===== config.mk =====
export PLATFORM = sky130hd
export DESIGN_NAME = circular_double_ended_queue_flat
export DESIGN_NICKNAME = d
export VERILOG_FILES = /design/src/hdl/cdq_pkg.sv /design/src/hdl/cdq_req_if.sv /design/src/hdl/cdq_rsp_if.sv /design/src/hdl/circular_double_ended_queue.sv /design/src/flat_wrapper.sv
export SDC_FILE = /design/constraint.sdc
export NUM_CORES = 1
export LEC_CHECK = 0
export BUFFER_PORTS_ARGS = -buffer_cell sky130_fd_sc_hd__buf_4
export CAP_MARGIN = 20
export CORE_UTILIZATION = 45
export DETAILED_ROUTE_END_ITERATION = 10
export HOLD_SLACK_MARGIN = 0.1
export RECOVER_POWER = 50
export SKIP_LAST_GASP = 1
export SYNTH_ARGS = -nofsm -noshare
export SYNTH_HDL_FRONTEND = slang
export SYNTH_SLANG_ARGS = --single-unit

===== constraint.sdc =====
create_clock -name clock -period 6.9 [get_ports clock]
set_clock_uncertainty 0.05 [all_clocks]
set_input_delay 1.035 -clock clock [delete_from_list [all_inputs] [get_ports clock]]
set_output_delay 1.035 -clock clock [all_outputs]
set_load 0.03 [all_outputs]

===== src/hdl/cdq_pkg.sv =====
// Types, command and status codes shared by the deque block and its channels.
package cdq_pkg;

   localparam int DEFAULT_DEPTH = 32;
   localparam int WORD_W        = 32;
   localparam int CMD_W         = 3;
   localparam int STATUS_W      = 2;
   localparam int FILL_W        = 6;

   typedef logic signed [WORD_W-1:0] word_type;
   typedef logic [CMD_W-1:0]         cmd_type;
   typedef logic [STATUS_W-1:0]      status_type;
   typedef logic [FILL_W-1:0]        fill_type;

   localparam cmd_type CMD_PUSH_BACK  = 3'd0;
   localparam cmd_type CMD_PUSH_FRONT = 3'd1;
   localparam cmd_type CMD_POP_BACK   = 3'd2;
   localparam cmd_type CMD_POP_FRONT  = 3'd3;
   localparam cmd_type CMD_CLEAR      = 3'd4;

   localparam status_type STAT_DONE      = 2'd0;
   localparam status_type STAT_PUSH_FULL = 2'd1;
   localparam status_type STAT_POP_EMPTY = 2'd2;

   typedef struct packed {
      cmd_type  cmd;
      word_type push_value;
   } req_type;

   typedef struct packed {
      word_type   popped_value;
      status_type status;
      fill_type   fill_count;
      logic       is_empty;
      logic       is_full;
   } rsp_type;

endpackage


===== src/hdl/cdq_req_if.sv =====
// Command channel: valid/ready handshake carrying one command word.
interface cdq_req_if;
   import cdq_pkg::*;

   logic    valid;
   logic    ready;
   req_type data;

   modport source (output valid, output data, input ready);
   modport sink (input valid, input data, output ready);
endinterface


===== src/hdl/cdq_rsp_if.sv =====
// Result channel: valid/ready handshake carrying one result word.
interface cdq_rsp_if;
   import cdq_pkg::*;

   logic    valid;
   logic    ready;
   rsp_type data;

   modport source (output valid, output data, input ready);
   modport sink (input valid, input data, output ready);
endinterface


===== src/hdl/circular_double_ended_queue.sv =====
// Double-ended queue over a circular single-port-read, single-port-write word store.
// The result word is registered and valid in the cycle after the command is accepted.
// Throughput: one command per cycle while the result side takes every word.
// Each command touches at most one store entry; pop data comes from the registered read port.
// Reset clears head, tail, count and the result valid; store contents stay undefined.
module circular_double_ended_queue #(
   parameter int DEPTH = cdq_pkg::DEFAULT_DEPTH
) (
   input  logic      clock,
   input  logic      reset,
   cdq_req_if.sink   req_chan,
   cdq_rsp_if.source rsp_chan
);
   import cdq_pkg::*;

   localparam int IDX_W = (DEPTH > 1) ? $clog2(DEPTH) : 1;
   localparam int CNT_W = $clog2(DEPTH + 1);

   localparam logic [IDX_W-1:0] LAST_IDX  = IDX_W'(DEPTH - 1);
   localparam logic [CNT_W-1:0] FULL_CNT  = CNT_W'(DEPTH);

   word_type mem [DEPTH];

   logic [IDX_W-1:0] head_ff, head_in;
   logic [IDX_W-1:0] tail_ff, tail_in;
   logic [CNT_W-1:0] count_ff, count_in;

   logic [IDX_W-1:0] head_inc, head_dec, tail_inc, tail_dec;
   logic             accept;
   logic             full, empty;
   logic             wr_en, rd_en;
   logic [IDX_W-1:0] wr_addr, rd_addr;
   status_type       status_in;
   logic             pop_ok_in;

   logic             rsp_valid_ff;
   word_type         rd_data_ff;
   status_type       status_ff;
   logic             pop_ok_ff;
   logic [CNT_W-1:0] rsp_count_ff;
   logic             rsp_empty_ff, rsp_full_ff;

   assign accept = req_chan.valid && req_chan.ready;
   assign req_chan.ready = !rsp_valid_ff || rsp_chan.ready;

   assign full  = (count_ff == FULL_CNT);
   assign empty = (count_ff == '0);

   assign head_inc = (head_ff == LAST_IDX) ? '0 : head_ff + 1'b1;
   assign head_dec = (head_ff == '0) ? LAST_IDX : head_ff - 1'b1;
   assign tail_inc = (tail_ff == LAST_IDX) ? '0 : tail_ff + 1'b1;
   assign tail_dec = (tail_ff == '0) ? LAST_IDX : tail_ff - 1'b1;

   always_comb begin
      head_in   = head_ff;
      tail_in   = tail_ff;
      count_in  = count_ff;
      wr_en     = 1'b0;
      rd_en     = 1'b0;
      wr_addr   = tail_ff;
      rd_addr   = head_ff;
      status_in = STAT_DONE;
      pop_ok_in = 1'b0;
      case (req_chan.data.cmd)
         CMD_PUSH_BACK: begin
            if (full) begin
               status_in = STAT_PUSH_FULL;
            end else begin
               wr_en    = 1'b1;
               wr_addr  = tail_ff;
               tail_in  = tail_inc;
               count_in = count_ff + 1'b1;
            end
         end
         CMD_PUSH_FRONT: begin
            if (full) begin
               status_in = STAT_PUSH_FULL;
            end else begin
               wr_en    = 1'b1;
               wr_addr  = head_dec;
               head_in  = head_dec;
               count_in = count_ff + 1'b1;
            end
         end
         CMD_POP_BACK: begin
            if (empty) begin
               status_in = STAT_POP_EMPTY;
            end else begin
               rd_en     = 1'b1;
               rd_addr   = tail_dec;
               tail_in   = tail_dec;
               count_in  = count_ff - 1'b1;
               pop_ok_in = 1'b1;
            end
         end
         CMD_POP_FRONT: begin
            if (empty) begin
               status_in = STAT_POP_EMPTY;
            end else begin
               rd_en     = 1'b1;
               rd_addr   = head_ff;
               head_in   = head_inc;
               count_in  = count_ff - 1'b1;
               pop_ok_in = 1'b1;
            end
         end
         CMD_CLEAR: begin
            head_in  = '0;
            tail_in  = '0;
            count_in = '0;
         end
         default: begin
         end
      endcase
   end

   // store: one write port, one registered read port
   always_ff @(posedge clock) begin
      if (accept && wr_en) begin
         mem[wr_addr] <= req_chan.data.push_value;
      end
      if (accept && rd_en) begin
         rd_data_ff <= mem[rd_addr];
      end
   end

   always_ff @(posedge clock) begin
      if (reset) begin
         head_ff      <= '0;
         tail_ff      <= '0;
         count_ff     <= '0;
         rsp_valid_ff <= 1'b0;
      end else begin
         if (accept) begin
            head_ff      <= head_in;
            tail_ff      <= tail_in;
            count_ff     <= count_in;
            rsp_valid_ff <= 1'b1;
         end else if (rsp_chan.ready) begin
            rsp_valid_ff <= 1'b0;
         end
      end
   end

   // hold the result word until taken
   always_ff @(posedge clock) begin
      if (accept) begin
         status_ff    <= status_in;
         pop_ok_ff    <= pop_ok_in;
         rsp_count_ff <= count_in;
         rsp_empty_ff <= (count_in == '0);
         rsp_full_ff  <= (count_in == FULL_CNT);
      end
   end

   assign rsp_chan.valid             = rsp_valid_ff;
   assign rsp_chan.data.popped_value = pop_ok_ff ? rd_data_ff : '0;
   assign rsp_chan.data.status       = status_ff;
   assign rsp_chan.data.fill_count   = FILL_W'(rsp_count_ff);
   assign rsp_chan.data.is_empty     = rsp_empty_ff;
   assign rsp_chan.data.is_full      = rsp_full_ff;

   logic [IDX_W:0] ptr_span;
   assign ptr_span = (tail_ff >= head_ff)
                   ? ({1'b0, tail_ff} - {1'b0, head_ff})
                   : ({1'b0, tail_ff} + (IDX_W+1)'(DEPTH) - {1'b0, head_ff});

   a_count_range: assert property (@(posedge clock) disable iff (reset)
      count_ff <= FULL_CNT)
      else $error("count above depth");

   a_ptr_span: assert property (@(posedge clock) disable iff (reset)
      ((CNT_W'(ptr_span) == count_ff) || (full && (ptr_span == '0))))
      else $error("head/tail span disagrees with count");

   a_reset_clear: assert property (@(posedge clock)
      reset |=> (count_ff == '0) && (head_ff == '0) && (tail_ff == '0) && !rsp_valid_ff)
      else $error("state not cleared by reset");

   a_reject_zero: assert property (@(posedge clock) disable iff (reset)
      (rsp_valid_ff && (status_ff != STAT_DONE)) |-> (rsp_chan.data.popped_value == '0))
      else $error("rejected command returned data");

   a_pop_empty: assert property (@(posedge clock) disable iff (reset)
      (accept && empty && ((req_chan.data.cmd == CMD_POP_BACK) ||
                           (req_chan.data.cmd == CMD_POP_FRONT)))
      |=> (status_ff == STAT_POP_EMPTY) && (count_ff == '0))
      else $error("pop on empty not rejected");

endmodule


===== src/flat_wrapper.sv =====
// flat-port wrapper written by rule: the top's interface ports become plain ports
module circular_double_ended_queue_flat import cdq_pkg::*;
#(
   parameter int DEPTH = cdq_pkg::DEFAULT_DEPTH
)
  (clock, reset, req_chan_valid, req_chan_data, req_chan_ready, rsp_chan_valid, rsp_chan_data, rsp_chan_ready);
  cdq_req_if req_chan_i ();
  cdq_rsp_if rsp_chan_i ();
  input  logic clock;
  input  logic reset;
  input wire logic [$bits(req_chan_i.valid)-1:0] req_chan_valid;
  input wire logic [$bits(req_chan_i.data)-1:0] req_chan_data;
  output wire logic [$bits(req_chan_i.ready)-1:0] req_chan_ready;
  output wire logic [$bits(rsp_chan_i.valid)-1:0] rsp_chan_valid;
  output wire logic [$bits(rsp_chan_i.data)-1:0] rsp_chan_data;
  input wire logic [$bits(rsp_chan_i.ready)-1:0] rsp_chan_ready;
  assign req_chan_i.valid = req_chan_valid;
  assign req_chan_i.data = req_chan_data;
  assign req_chan_ready = req_chan_i.ready;
  assign rsp_chan_valid = rsp_chan_i.valid;
  assign rsp_chan_data = rsp_chan_i.data;
  assign rsp_chan_i.ready = rsp_chan_ready;
  circular_double_ended_queue #(.DEPTH(DEPTH)) u_core (.clock(clock), .reset(reset), .req_chan(req_chan_i), .rsp_chan(rsp_chan_i));
endmodule

==> impl_metrics.json <==
{
  "status": "finished, violations left",
  "violations": "capacitance limit, slew limit",
  "numCtsBuffers": 109,
  "yosysUniqueCellTypes": 73,
  "period_share_pct": 74.7,
  "htree_num_levels": 3,
  "initial_utilization_pct": 45.6,
  "fin_area_sq_um": 48700,
  "die_w_um": 313,
  "synthTopCellsByArea": "edfxtp_1 (74%), mux2i_1 (4.6%), nand2_1 (3.1%), a22oi_1 (2.5%), a21oi_1 (2.3%)",
  "num_vias": 26099,
  "ys_seq_elements": 1084,
  "postCtsHoldBufs": 0,
  "clk_latency_ns": 0.69,
  "startpoint_type": "flop",
  "dp_hpwl_mm": 64.9,
  "synth-async-reset-ratio_pct": 0,
  "cts_tree": "built",
  "grt_start_max_net_pins": 133,
  "required_ns": 7.06,
  "post_drt_wl_per_cell_um": 27.8,
  "final.setup.tns_ns": 0,
  "path_class": "reg -> reg",
  "rsz0062_at_grt": "false",
  "io_pins": 83,
  "power_density_nw_per_um2": 289,
  "antenna_found_initial": 1,
  "grt_pass1_wl_mm": 173,
  "setup_viol_count_final": 0,
  "viasPerCell": 6.10,
  "timing.final.max_slew_violations": 33,
  "fin_cells": 4277,
  "leakagePower_nw": 16.9,
  "ir_drop_mv": 0.190,
  "min_period_ns": 5.16,
  "cts_root_buf": "clkbuf_16",
  "diodes": 0,
  "synth_edf_count": 1067,
  "synth_top_area_share_pct": 73.7,
  "core_sq_um": 95300,
  "grt_use_total_pct": 24.0,
  "utilization_pct": 51.2,
  "cts_resized": 0,
  "hold_path_class": "reg -> reg",
  "dieArea_sq_um": 97900,
  "portBuffers": 82,
  "worstMarginPinSlew_ns": 3.44,
  "crit_path_end_kind": "flop",
  "drcViolationCount": 0,
  "synth_largest_area_cell": "edfxtp_1",
  "max_slew_margin_pct": -130,
  "postSynthAreaPerCell_sq_um": 15.1,
  "synth-seq-area-share_pct": 74.5,
  "fp-row-count": 113,
  "dpl.cell_count": 4084,
  "area_growth_pct": 12.1,
  "grt_overflow_total": 0,
  "syn-cell-area_sq_um": 43500,
  "place_congestion": 0.820,
  "placed_area_sq_um": 45500,
  "finalHoldViolCount": 0,
  "critPathMaxFanout": 32,
  "fmax_ghz": 0.194,
  "drt_iter0_drc": 2878,
  "routed_wl_mm": 119,
  "clk_path_buf_depth": 3,
  "maxCapViolCount": 1,
  "clock-sinks": 1084,
  "firstDrtPassIters": 5,
  "path_clk_slew_ns": 0.06,
  "grt_pass1_vias": 25090,
  "drive_above_1_share_pct": 10.8,
  "synth.most_common_cell": "edfxtp_1",
  "post_cts_buffers": 0,
  "synthCells": 2878,
  "yosys-top-cells-count": "edfxtp_1 (1067), nand2_1 (361), a21oi_1 (201), mux2i_1 (200), a22oi_1 (145)",
  "yosys_warnings": 0,
  "finalNetCount": 2978,
  "power_mw": 14.1,
  "synth_flop_cell": "edfxtp_1",
  "drtAntennaViolNets": 0,
  "syn_nets": 2926,
  "cp.arrival_ns": 5.31,
  "fp.dieH_um": 313
}
-- where the power goes --
part,total [mW],internal (mW),leakage [nW],switching [mW]
clock,5.68,3.24,1.64,2.44
sequential,7.30,7.28,9.74,0.0191
combinational,1.09,0.344,5.55,0.741
-- layout make-up --
type / instances / area (sq um)
fillers: 7796 / 46500
flip-flops and latches: 1084 / 32400
multi-input cells: 1572 / 10300
clock buffers: 133 / 2880
well taps: 1265 / 1580
repair buffers: 148 / 1040
clock inverters: 60 / 500
inverters: 15 / 56.3
-- stage by stage --
step | hold slack (ns) | setup slack [ns]
after floorplan | 0.434 | 2.44
after global placement | 0.469 | 1.72
after detailed placement | 0.477 | 1.63
after CTS | 0.486 | 2.20
after global routing | 0.523 | 1.55
final | 0.477 | 1.74
-- cells by family after synthesis --
group                    share of synthesized area (%)
XOR/XNOR                                         0.121
AND/OR/NAND/NOR                                   7.21
AO/OA/AOI/OAI                                     10.8
buffers and inverters                             2.50
flip-flops                                        74.5
adder cells (fa/ha/maj)                          0.259
multiplexers                                      4.66
-- flip-flops by register name, summed over array words and instances, names as in the netlist --
signal,cells
u_core.count_ff,6
u_core.head_ff,5
u_core.mem,1024
u_core.pop_ok_ff,1
u_core.rd_data_ff,32
u_core.rsp_chan.valid,1
u_core.rsp_count_ff,6
u_core.rsp_empty_ff,1
u_core.rsp_full_ff,1
u_core.status_ff,2
u_core.tail_ff,5
-- critical path, stage by stage (launching register included) --
cell and delay, ns:
dfxtp_1 0.48, inv_1 0.14, ha_1 0.25, or4b_1 0.59
o21ai_0 0.48, nor2_4 0.19, clkbuf_1 2.42
-- placed cells by master (no fill, tap or decap), types with 83 or more instances in the layout --
master	n
edfxtp_1	1067
nand2_1	358
a21oi_1	201
mux2i_1	200
a22oi_1	145
o22ai_1	122
clkbuf_16	112
buf_4	94
and3_1	85
a211oi_1	83
-- per-layer routing --
metal  global-route usage [%]  routed length (um)  vias to the layer above
met5                        0                   0                        -
met1                     33.2               50100                    13466
met2                     39.2               57600                     1043
met3                     3.31                7560                      201
li1                         -                   -                    11389
met4                     7.87                3590                        0
-- worst paths after layout --
path                                       startpoint               endpoint  slack, ns  cells after the start
worst max-delay path               u_core.count_ff[0]  u_core.rd_data_ff[15]       1.74                      6
worst min-delay path            u_core.rsp_chan.valid  u_core.rsp_chan.valid       0.48                      2
worst min register to register  u_core.rsp_chan.valid  u_core.rsp_chan.valid       0.48                      2
worst max register to register     u_core.count_ff[0]  u_core.rd_data_ff[15]       1.74                      6
(Power assumes the default switching activity.)
